### src/rtl/core/eacc_pkg.sv
// Shared types, codes and helpers for the end-around-carry checksum engine.
package eacc_pkg;

  localparam logic OP_START = 1'b0;
  localparam logic OP_DATA  = 1'b1;

  localparam logic [1:0] ST_RUNNING   = 2'd0;
  localparam logic [1:0] ST_COMPLETE  = 2'd1;
  localparam logic [1:0] ST_LIMIT     = 2'd2;
  localparam logic [1:0] ST_SPEC_ERR  = 2'd3;

  localparam logic AMODE_24 = 1'b0;

  typedef struct packed {
    logic [31:0] checksum;
    logic [30:0] next_address;
    logic [31:0] remaining_length;
    logic [1:0]  status;
    logic        finished;
  } result_t;

  typedef struct packed {
    logic [31:0] sum;
    logic [30:0] addr;
    logic [31:0] len;
  } step_t;

  function automatic logic [30:0] wrap_addr(input logic [30:0] addr, input logic mode);
    logic [30:0] res;
    begin
      res = (mode == AMODE_24) ? {7'd0, addr[23:0]} : addr;
      return res;
    end
  endfunction

endpackage

### src/rtl/core/end_around_carry_checksum.sv
// Top level of the end-around-carry checksum engine with its result buffer.
//
//   channel   direction  handshake               payload
//   in        request    in_valid / in_ready     opcode, initial_sum, start_address,
//                                                operand_length, odd_register_pair, data_word
//   out       result     out_valid / out_ready   checksum, next_address, remaining_length,
//                                                status, finished
//   cfg       write      cfg_write               cfg_data (address_mode)
//
// No register lies inside a request: the add with end-around carry, the address and length
// update and the status decision sit between the request ports and the result register,
// so a new request is taken every cycle unless the skid entry is full.
// Reset (rst, synchronous) leaves the engine idle with sum, address and length at zero
// and address_mode at 31-bit wrap. A two-entry result buffer (output register plus skid)
// keeps in_ready high while one result waits; in_ready drops only when both are full.
module end_around_carry_checksum #(
  parameter int WORD_LIMIT = 1024
) (
  input  logic        clk,
  input  logic        rst,
  input  logic        cfg_write,
  input  logic        cfg_data,
  input  logic        in_valid,
  output logic        in_ready,
  input  logic        opcode,
  input  logic [31:0] initial_sum,
  input  logic [30:0] start_address,
  input  logic [31:0] operand_length,
  input  logic        odd_register_pair,
  input  logic [31:0] data_word,
  output logic        out_valid,
  input  logic        out_ready,
  output logic [31:0] checksum,
  output logic [30:0] next_address,
  output logic [31:0] remaining_length,
  output logic [1:0]  status,
  output logic        finished
);
  import eacc_pkg::*;

  localparam int WCW = $clog2(WORD_LIMIT + 1);
  localparam logic [WCW-1:0] LIMIT = WCW'(WORD_LIMIT);

  // engine state
  logic           address_mode;
  logic           busy;
  logic [31:0]    sum_acc;
  logic [30:0]    cur_addr;
  logic [31:0]    bytes_left;
  logic [WCW-1:0] words_done;

  logic           busy_next;
  logic [31:0]    sum_acc_next;
  logic [30:0]    cur_addr_next;
  logic [31:0]    bytes_left_next;
  logic [WCW-1:0] words_done_next;

  // result buffer
  result_t res_next;
  result_t out_reg;
  result_t skid_reg;
  logic    skid_valid;

  step_t   step;
  logic    in_fire;
  logic    out_take;
  logic [30:0] start_addr_w;

  assign in_ready = !skid_valid;
  assign in_fire  = in_valid && in_ready;
  assign out_take = out_valid && out_ready;

  eacc_step u_step (
    .address_mode (address_mode),
    .sum          (sum_acc),
    .addr         (cur_addr),
    .len          (bytes_left),
    .data_word    (data_word),
    .step         (step)
  );

  // Next state and result for the request at the ports.
  always_comb begin
    busy_next       = busy;
    sum_acc_next    = sum_acc;
    cur_addr_next   = cur_addr;
    bytes_left_next = bytes_left;
    words_done_next = words_done;
    start_addr_w    = wrap_addr(start_address, address_mode);
    res_next.checksum         = sum_acc;
    res_next.next_address     = cur_addr;
    res_next.remaining_length = bytes_left;
    res_next.status           = ST_RUNNING;
    res_next.finished         = 1'b0;

    if (opcode == OP_START) begin
      res_next.checksum         = initial_sum;
      res_next.next_address     = start_addr_w;
      res_next.remaining_length = operand_length;
      if (odd_register_pair) begin
        // specification error: drop the operation, keep the held state
        busy_next         = 1'b0;
        res_next.status   = ST_SPEC_ERR;
        res_next.finished = 1'b1;
      end else begin
        sum_acc_next    = initial_sum;
        cur_addr_next   = start_addr_w;
        bytes_left_next = operand_length;
        words_done_next = '0;
        if (operand_length == 32'd0) begin
          busy_next         = 1'b0;
          res_next.status   = ST_COMPLETE;
          res_next.finished = 1'b1;
        end else begin
          busy_next = 1'b1;
        end
      end
    end else if (busy) begin
      sum_acc_next    = step.sum;
      cur_addr_next   = step.addr;
      bytes_left_next = step.len;
      if (words_done < LIMIT) begin
        words_done_next = words_done + WCW'(1);
      end
      res_next.checksum         = step.sum;
      res_next.next_address     = step.addr;
      res_next.remaining_length = step.len;
      priority if (step.len == 32'd0) begin
        busy_next         = 1'b0;
        res_next.status   = ST_COMPLETE;
        res_next.finished = 1'b1;
      end else if (words_done_next >= LIMIT) begin
        busy_next         = 1'b0;
        res_next.status   = ST_LIMIT;
        res_next.finished = 1'b1;
      end else begin
        busy_next = 1'b1;
      end
    end
  end

  always_ff @(posedge clk) begin
    if (rst) begin
      address_mode <= 1'b1;
      busy         <= 1'b0;
      sum_acc      <= '0;
      cur_addr     <= '0;
      bytes_left   <= '0;
      words_done   <= '0;
    end else begin
      if (cfg_write) begin
        address_mode <= cfg_data;
      end
      if (in_fire) begin
        busy       <= busy_next;
        sum_acc    <= sum_acc_next;
        cur_addr   <= cur_addr_next;
        bytes_left <= bytes_left_next;
        words_done <= words_done_next;
      end
    end
  end

  // Result buffer: output register in front, skid behind it.
  always_ff @(posedge clk) begin
    if (rst) begin
      out_valid  <= 1'b0;
      skid_valid <= 1'b0;
    end else begin
      priority if (out_take && skid_valid) begin
        out_valid  <= 1'b1;
        skid_valid <= in_fire;
      end else if (out_take || !out_valid) begin
        out_valid <= in_fire;
      end else begin
        if (in_fire) begin
          skid_valid <= 1'b1;
        end
      end
    end
  end

  always_ff @(posedge clk) begin
    priority if (out_take && skid_valid) begin
      out_reg <= skid_reg;
      if (in_fire) begin
        skid_reg <= res_next;
      end
    end else if (out_take || !out_valid) begin
      if (in_fire) begin
        out_reg <= res_next;
      end
    end else begin
      if (in_fire) begin
        skid_reg <= res_next;
      end
    end
  end

  assign checksum         = out_reg.checksum;
  assign next_address     = out_reg.next_address;
  assign remaining_length = out_reg.remaining_length;
  assign status           = out_reg.status;
  assign finished         = out_reg.finished;

  // The skid entry is only ever filled behind a waiting output register.
  a_skid_behind_out: assert property (@(posedge clk) disable iff (rst)
    skid_valid |-> out_valid)
    else $error("skid holds a result while the output register is empty");

  // A delivered result is finished exactly when its status is not running.
  a_finish_status: assert property (@(posedge clk) disable iff (rst)
    out_valid |-> (finished == (status != ST_RUNNING)))
    else $error("finished flag disagrees with status");

  // The word counter saturates at the limit.
  a_words_bound: assert property (@(posedge clk) disable iff (rst)
    words_done <= LIMIT)
    else $error("word counter passed the limit");

  // An odd register pair leaves the engine idle.
  a_spec_idle: assert property (@(posedge clk) disable iff (rst)
    (in_fire && opcode == OP_START && odd_register_pair) |=> !busy)
    else $error("engine busy after a specification error");

endmodule

### src/rtl/core/eacc_step.sv
// One data word step: byte masking, end-around-carry add, address and length advance.
module eacc_step (
  input  logic                 address_mode,
  input  logic [31:0]          sum,
  input  logic [30:0]          addr,
  input  logic [31:0]          len,
  input  logic [31:0]          data_word,
  output eacc_pkg::step_t      step
);
  import eacc_pkg::*;

  logic [2:0]  take;
  logic [31:0] word;
  logic [32:0] acc;
  logic [30:0] addr_sum;

  always_comb begin
    if (len >= 32'd4) begin
      take = 3'd4;
      word = data_word;
    end else begin
      take = len[2:0];
      unique case (len[1:0])
        2'd1:    word = data_word & 32'hFF00_0000;
        2'd2:    word = data_word & 32'hFFFF_0000;
        2'd3:    word = data_word & 32'hFFFF_FF00;
        default: word = 32'd0;
      endcase
    end
    // fold the carry out of bit 31 back into bit 0
    acc      = {1'b0, sum} + {1'b0, word};
    addr_sum = addr + {28'd0, take};
    step.sum  = acc[31:0] + {31'd0, acc[32]};
    step.addr = wrap_addr(addr_sum, address_mode);
    step.len  = len - {29'd0, take};
  end

endmodule

### config.mk
export PLATFORM = sky130hd
export DESIGN_NAME = end_around_carry_checksum
export DESIGN_NICKNAME = d
export VERILOG_FILES = /design/src/rtl/core/eacc_pkg.sv /design/src/rtl/core/end_around_carry_checksum.sv /design/src/rtl/core/eacc_step.sv
export SDC_FILE = /design/constraint.sdc
export NUM_CORES = 1
export LEC_CHECK = 0
export BUFFER_PORTS_ARGS = -buffer_cell sky130_fd_sc_hd__buf_2
export CAP_MARGIN = 0
export CORE_ASPECT_RATIO = 0.8
export CORE_MARGIN = 2
export CORE_UTILIZATION = 40
export CTS_CLUSTER_SIZE = 25
export DETAILED_ROUTE_END_ITERATION = 16
export GPL_TIMING_DRIVEN = 1
export PLACE_DENSITY = 0.57
export SETUP_SLACK_MARGIN = 0.4
export SYNTH_ARGS = -nofsm -noshare
export SYNTH_HDL_FRONTEND = slang
export SYNTH_SLANG_ARGS = --single-unit
### constraint.sdc
create_clock -name clk -period 15.3 [get_ports clk]
set_clock_uncertainty 0.2 [all_clocks]
set_input_delay 1.53 -clock clk [delete_from_list [all_inputs] [get_ports clk]]
set_output_delay 1.53 -clock clk [all_outputs]
set_load 0.02 [all_outputs]
======== After elaboration in Yosys (flattened, before gate mapping) ========
Cells that the tools add are included.
word-level totals
  flip-flop bits (word level) ............. 306
  input bits .............................. 135
  output and inout port bits .............. 100
  word-level logic and storage cells ...... 88
operators by class
  $add $sub $neg .......................... 5
  magnitude comparators ................... 3
  eq/ne operators ......................... 6
  muxes and demuxes ....................... 43
  reduce and logical (&&, ||, !) cells .... 13
operators with widths
  operator               count
  $mux 98                8
  $mux 32                7
  $mux 31                5
  $pmux 32 s3            1
  $mux 11                6
  $logic_not 32->1       2
  $add 32x32->33         1
  $add 32x1->32          1
  $ge 32x3->1 const B    1
  $sub 32x3->32          1
  $add 31x3->31          1
  $mux 3                 4
  $add 11x1->11 const B  1
  $ge 11x11->1 const B   1
  $lt 11x11->1 const B   1
  $mux 1                 11
  $eq 2x2->1 const B     2
  $ne 2x2->1 const B     2
  $reduce_and 2->1       2
  $reduce_bool 2->1      2
  $logic_and 1x1->1      3
  $reduce_and 3->1       1
  $eq 2x1->1 const B     1
  $logic_not 1->1        2
  3 further kinds        3

======== Depth between registers and ports, before layout ========
Gate-level depths: netlist of the first run.
  word-level depth ........................ 12
  mapped depth ............................ 29
  depth with buffers taken out ............ 25

======== Modules after synthesis ========
From an unflattened synthesis of the first run, not the netlist that was laid out.
unflattened totals
  cell total of the unflattened synthesis .. 1722
  area total of the unflattened synthesis .. 17868.4 µm²
modules (own cells, without submodules)
  module                     instances  cells an instance  area each (µm²)  sequential area each (µm²)
  end_around_carry_checksum  1          1150               13924.6          8087.8
  eacc_step                  1          572                3943.8           0.0

======== Worst setup path after synthesis of the first run ========
No wires, ideal clock.
  kind .................................... input to register
  start ................................... in in_valid
  end ..................................... reg skid_reg[0] (netlist name), enable pin
  library setup time ...................... 0.699 ns
  arrival ................................. 8.867 ns
  required time ........................... 14.401 ns
  setup slack ............................. 5.533 ns
  cell stages on the path ................. 2
  buffers on the path ..................... 0
  path through ............................ nand2_1 -> nor3b_1
RTL lines
  what                  line                              source
  from (decl)           end_around_carry_checksum.sv:23   input logic in_valid,
  to (signal assigned)  end_around_carry_checksum.sv:187  skid_reg <= res_next;
  to (signal assigned)  end_around_carry_checksum.sv:195  skid_reg <= res_next;
  to (decl)             end_around_carry_checksum.sv:61   result_t skid_reg;

======== Worst setup path after layout of the first run ========
  start ................................... reg bytes_left[3]
  end ..................................... reg out_reg (netlist bit checksum[28]) (data pin)
between the ends
  longest elaborated chain between the ends .. 9
RTL lines
  what                    line                              source
  from (decl)             end_around_carry_checksum.sv:49   logic [31:0] bytes_left;
  from (signal assigned)  end_around_carry_checksum.sv:158  bytes_left <= bytes_left_next;
  $ge 32x3->1             eacc_step.sv:18                   if (len >= 32'd4) begin
  $mux 32                 eacc_step.sv:18
  $add 32x32->33          eacc_step.sv:31                   acc = {1'b0, sum} + {1'b0, word};
  $add 32x1->32           eacc_step.sv:33                   step.sum = acc[31:0] + {31'd0, acc[32]};
  $mux 98                 end_around_carry_checksum.sv:118  end else if (busy) begin
  $mux 98                 end_around_carry_checksum.sv:96   if (opcode == OP_START) begin
  $mux 98                 end_around_carry_checksum.sv:190  if (in_fire) begin
  $mux 98                 end_around_carry_checksum.sv:189  end else if (out_take || !out_valid) begin
  $mux 98                 end_around_carry_checksum.sv:184  priority if (out_take && skid_valid) begin
  to (signal assigned)    end_around_carry_checksum.sv:185  out_reg <= skid_reg;
  to (signal assigned)    end_around_carry_checksum.sv:191  out_reg <= res_next;
  to (decl)               end_around_carry_checksum.sv:60   result_t out_reg;
No other way between the ends. The select of a mux whose other input is x is not followed.
A chain may end at the register's enable or synchronous reset.

==> run_results.csv, run 1 <==
group,metric,value,unit
status,status,"finished, final reports clean",
final_layout,multi_input_area,0.0101,mm^2
critical_path,critPathBufInv,1,
logic_synthesis,syn_nets,2309,
final_layout,most-common-layout-cells,"nor2_1 (274), nand2_1 (255), buf_2 (233), edfxtp_1 (196), a21oi_1 (188)",
critical_path,cp.required,15.47,ns
final_layout,largest_reg_flops,98,
die,core_area,0.0467,mm^2
critical_path,cp.depth,24,
clock_network,cts.repair.resized,0,
final_layout,seqCellArea,0.00809,mm^2
clock_network,cts-root-buf,"clkbuf_16",
logic_synthesis,ys_async_sr_fraction,0,%
die,boundaryPins,235,
logic_synthesis,ys_seq_area_share,43.0,%
clock_network,cts_num_sinks,306,
global_route,grt_pass1_vias,15700,
sta,hold_slack,0.287,ns
placement,port_buffers,234,
worst_hold_path,hold_depth,2,
logic_synthesis,synth.cell_area,0.0188,mm^2
die,rows,71,
critical_path,crit_chain,"or3_4 > or4_1 > nor3_4 > inv_2 > nor2_1 > nor2b_1 > ha_1 > nand4_1 > or3_1 > o21ai_2 > a221o_1 > a21oi_1 > o21bai_1 > a21o_1 > ha_1 > ha_1 > nand2_1 > nor3_1 > nand3_1 > nor2_1 > nand2_1 > or4_1 > and3_1 > o31ai_1",
global_route,grt_usage,24.3,%
clock_network,post_cts_buffers,0,
clock_network,cts_buffer_depth,3,
drt,drc_errors,0,
die,start_util,40.2,%
critical_path,r2r_cells,24,
die,dieArea,0.0487,mm^2
sta,tightestPinTransition,1.12,ns
global_route,grt-ovfl-total,0,
sta,max-slew-margin-rel,25.1,%
logic_synthesis,synth_seq_cells,306,
sta,fmax,122,MHz
logic_synthesis,ys_warn_count,0,
drt,vias,16700,
die,die_h,198,um
job,cap_violations,0,
clock_network,clk_latency,0.56,ns
final_layout,drive_gt1_share,18.1,%
drt,ant_nets,0,
logic_synthesis,synth_cell_types,101,
placement,routabilityCongestion,0.921,
sta,layout_min_cycle_time,8.23,ns
critical_path,slowest_stage,"or4_1",
global_route,grt_max_degree,93,
final_layout,n_fill_cell,4578,
critical_path,slowest_delay,0.67,ns
power_and_ir_drop,ir_drop,0.0669,mV
logic_synthesis,synth_edf_count,196,
critical_path,crit_type,"flip-flop to flip-flop",
logic_synthesis,netlist_instances,2130,
logic_synthesis,synth_ff_type,"edfxtp_1",
power_and_ir_drop,leakage,8.28,nW
final_layout,utilization,46.1,%
critical_path,cp_max_fo,14,
drt,drt-initial-drc-count,1357,
die,die_w,246,um
power_and_ir_drop,cellPowerDensity,119,mW/mm^2
logic_synthesis,syn_area_per_cell,8.82,um^2
worst_hold_path,holdCritPathClass,"flip-flop to flip-flop",
drt,dr.pass1.iters,5,
clock_network,cts_hold_buf,0,
final_layout,syn2layout_area_growth,14.6,%
critical_path,cp.arrival,8.39,ns
sta,setup_tns,0,ns
drt,vias_per_cell,5.70,
power_and_ir_drop,power,2.56,mW
clock_network,cts_buffers,36,
clock_network,cts_tree,"yes",
sta,hold_violations,0,
critical_path,startpoint_type,"flip-flop",
drt,wl_per_cell,20.7,um
drt,routed_wirelength,60400,um
critical_path,cp-end-kind,"flip-flop",
sta,min_period_over_period,53.8,%
clock_network,cts.clk_slew.worst_paths,0.06,ns
global_route,grt_pass1_wl,92300,um
final_layout,layout_commonest_cell,"nor2_1",
placement,dp_hpwl,42200,um
critical_path,cpMostUsedCell,"ha_1",
sta,rsz0062_at_grt,"no",
clock_network,htreeDepth,2,
final_layout,nets,2453,
global_route,antenna_found_initial,5,
sta,setup_violations,0,
sta,slew_viol_final,0,
critical_path,path_delay_family,"simple AND/OR/NAND/NOR gates",
==> report_power, final <==
part	total, mW	internal [mW]	switching [mW]	leakage (nW)
combinational	0.698	0.244	0.453	4.93
sequential	0.992	0.948	0.0445	2.76
clock	0.875	0.513	0.362	0.585
total	2.56	1.71	0.860	8.28
==> Yosys cell counts (14+ instances only) <==
cell | number | share of area, %
nor2b_1 | 36 | 1.2
mux2i_1 | 25 | 1.3
edfxtp_1 | 196 | 31
a211oi_1 | 36 | 1.4
o21ai_0 | 119 | 3.2
inv_1 | 27 | 0.54
buf_1 | 17 | 0.34
nor2_1 | 275 | 5.5
xnor2_1 | 48 | 2.2
ha_1 | 42 | 2.8
xor2_1 | 61 | 2.8
or3_1 | 22 | 0.73
nand2_1 | 256 | 5.1
dfxtp_1 | 110 | 12
buf_2 | 14 | 0.37
and2_1 | 27 | 0.90
nor3_1 | 60 | 1.6
clkbuf_1 | 108 | 2.2
a21o_1 | 35 | 1.4
mux2_2 | 56 | 3.4
a31oi_1 | 19 | 0.63
a21oi_1 | 188 | 5.0
nand3_1 | 62 | 1.7
nor4_1 | 31 | 1.0
nand4_1 | 35 | 1.2
==> area by class of cell <==
type	instances	area share, %
Antenna cell	2	0.0232
Tap cell	620	3.60
Inverter	30	0.535
Clock inverter	16	0.663
Timing Repair Buffer	249	5.99
Clock buffer	50	4.85
Sequential cell	306	37.6
Multi-Input combinational cell	1651	46.7
==> per-stage QoR <==
step / cells / instance area, um^2 / worst slack [ns]
after detailed placement: 2856 / 20300 / 7.17
after CTS: 2922 / 21500 / 7.13
after global placement: 2856 / 20300 / 7.34
after floorplan: 2130 / 18800 / 5.53
after global routing: 2924 / 21500 / 6.51
final: 2924 / 21500 / 7.07
==> kinds of logic (layout without fill, tap and decap cells) <==
kind of cell             Yosys count  after routing  synth area share, %
other                              1              3               0.0200
XOR/XNOR                         112            112                 5.34
multiplexers                      82             82                 4.77
adder cells (fa/ha/maj)           44             44                 3.01
buffers and inverters            173            345                 3.61
flip-flops                       306            306                 43.0
AND/OR/NAND/NOR                  875            875                 22.2
AO/OA/AOI/OAI                    537            537                 18.0
==> final timing paths <==
| check | startpoint | end | slack [ns] |
|---|---|---|---|
| setup / recovery | bytes_left[3] | checksum[28] | 7.07 |
| setup reg to reg | bytes_left[3] | checksum[28] | 7.07 |
| hold / removal | words_done[9] | words_done[9] | 0.29 |
| hold reg to reg | words_done[9] | words_done[9] | 0.29 |
==> routing by layer <==
layer  track usage (%)  wire length [um]  part of all wire, %  up-vias
met5                 0                12                0.020        -
met4              6.31              1200                  2.0        2
met3              3.50              3320                  5.5       80
met2              36.1             25500                   42      491
met1              36.8             30400                   50     8020
li1                  -                 -                    -     8069
==> worst min-delay path, delay by kind of cell, from the launching register on <==
| kind | cells | cell delay (ns) |
|---|---|---|
| AOI/OAI and AO/OA | 2 | 0.13 |
| DFF | 1 | 0.31 |
No activity file was read; power rests on OpenSTA's default activity.
==> run 2: changes to the inputs <==
Settings changed: PLACE_DENSITY 0.57 to 0.59.
Clock period 15.3 ns to 6.81 ns, I/O delays scaled along.
==> run 2 against run 1 <==
  * Worst hold slack worse by 0.087 ns
  * Utilization up 2.4 points
  * Clock power up 120%
  * Final area up 5.1%
  * Wire length up 3.2%
  * Power up 130%
  * Global-route usage up 0.64 points
  * Flip-flop and latch count unchanged
  * Cell count up 2.9%
  * Sequential share of layout area down 1.8 points
==> run_results.csv, run 2 (synthesis gave the netlist of run 1 again) <==
group,metric,value,unit
clock_network,cts.clk_slew.worst_paths,0.06,ns
power_and_ir_drop,comb_power_share,29.7,%
placement,port_buffers,234,
power_and_ir_drop,p_int,3.96,mW
sta,setup_violations,0,
power_and_ir_drop,leakage,8.77,nW
job,cap_violations,0,
die,die_w,246,um
global_route,antenna_found_initial,5,
die,die_h,198,um
die,rows,71,
clock_network,cts_hold_buf,0,
sta,fmax,160,MHz
critical_path,cp-end-kind,"flip-flop",
die,start_util,40.2,%
placement,routabilityCongestion,0.964,
sta,layout_min_cycle_time,6.26,ns
critical_path,cp.arrival,6.36,ns
global_route,grt-ovfl-total,0,
sta,hold_violations,0,
sta,min_period_over_period,91.9,%
critical_path,path_delay_family,"compound AO/OA/AOI/OAI gates",
drt,drc_errors,0,
clock_network,cts_buffer_depth,3,
clock_network,cts_buffers,35,
power_and_ir_drop,power,5.95,mW
sta,max-slew-margin-rel,29.0,%
die,core_area,0.0467,mm^2
critical_path,slowest_delay,0.60,ns
die,boundaryPins,235,
final_layout,syn2layout_area_growth,20.5,%
critical_path,slowest_stage,"or4_4",
global_route,grt_pass1_vias,16000,
drt,vias_per_cell,5.69,
power_and_ir_drop,ir_drop,0.130,mV
power_and_ir_drop,switching_share,33.5,%
power_and_ir_drop,cellPowerDensity,263,mW/mm^2
clock_network,cts_tree,"yes",
sta,tightestPinTransition,1.06,ns
power_and_ir_drop,power.share.clock,33.0,%
power_and_ir_drop,p_seq_share,37.3,%
clock_network,htreeDepth,2,
power_and_ir_drop,switchingPower,1.99,mW
critical_path,crit_type,"flip-flop to flip-flop",
worst_hold_path,holdCritPathClass,"primary input to flip-flop",
sta,rsz0062_at_grt,"yes",
status,status,"finished, final reports clean",
final_layout,n_fill_cell,4508,
critical_path,critPathBufInv,5,
critical_path,cp_max_fo,8,
global_route,grt_pass1_wl,94400,um
critical_path,cp.required,6.91,ns
drt,dr.pass1.iters,5,
final_layout,multi_input_area,0.0105,mm^2
sta,slew_viol_final,0,
sta,hold_slack,0.200,ns
die,dieArea,0.0487,mm^2
drt,vias,17100,
placement,dp_hpwl,43600,um
final_layout,layout_commonest_cell,"nor2_1",
final_layout,nets,2541,
drt,ant_nets,0,
drt,routed_wirelength,62300,um
final_layout,drive_gt1_share,23.6,%
global_route,grt_usage,25.0,%
global_route,grt_max_degree,93,
final_layout,seqCellArea,0.00810,mm^2
clock_network,cts-root-buf,"clkbuf_16",
final_layout,most-common-layout-cells,"nor2_1 (271), nand2_1 (251), buf_2 (233), edfxtp_1 (196), a21oi_1 (183)",
critical_path,startpoint_type,"flip-flop",
clock_network,cts_num_sinks,306,
final_layout,largest_reg_flops,98,
drt,drt-initial-drc-count,1281,
clock_network,clk_latency,0.55,ns
drt,wl_per_cell,20.7,um
run 2: layout make-up:
type	instances	area share, %
clock inverter	17	0.879
timing repair buffer	338	8.81
tap	620	3.43
antenna	1	0.0111
inverter	30	0.542
sequential	306	35.8
multi-input combinational	1651	46.2
clock buffer	46	4.28
run 2: power by group through the flow:
stage                     logic (mW)  registers, mW  clock network, mW
after global placement          1.62           2.25                  0
after global routing            1.93           2.23               2.07
after detailed placement        1.63           2.25                  0
final                           1.77           2.22               1.96
after CTS                       1.71           2.22               2.01
after floorplan                 1.06           2.30                  0
run 2: timing repair:
| item | in CTS | in global routing |
|---|---|---|
| resized for setup | 54 | 36 |
| pin swaps | 32 | 30 |
| setup buffers | 25 | 8 |
| endpoints found under the setup margin | 70 | 54 |
run 2: final timing paths:
check                      start             to  slack [ns]  cells after the start
setup / recovery  bytes_left[13]   checksum[13]        0.55                     26
hold reg to reg    words_done[6]  words_done[6]        0.29                      2
setup reg to reg  bytes_left[13]   checksum[13]        0.55                     26
hold / removal         cfg_write   address_mode        0.20                      2
run 2: per-layer routing:
layer / vias up / wire, um / global-route usage, % / part of all wire, %
met2: 523 / 26000 / 36.4 / 42
met5: - / 30 / 0 / 0.048
met1: 8290 / 31000 / 38.0 / 50
li1: 8218 / - / - / -
met3: 75 / 3880 / 3.75 / 6.2
met4: 4 / 1440 / 7.05 / 2.3
run 2: through the flow:
stage,util [%],setup slack [ns],instances,instance area (um^2),setup TNS [ns]
after floorplan,-,0.437,2130,18800,0
after global placement,44.5,0.108,2912,20800,0
after detailed placement,44.5,-0.0550,2912,20800,-0.125
after CTS,47.9,0.425,3000,22400,0
after global routing,48.4,0.354,3009,22600,0
final,48.4,0.552,3009,22600,0
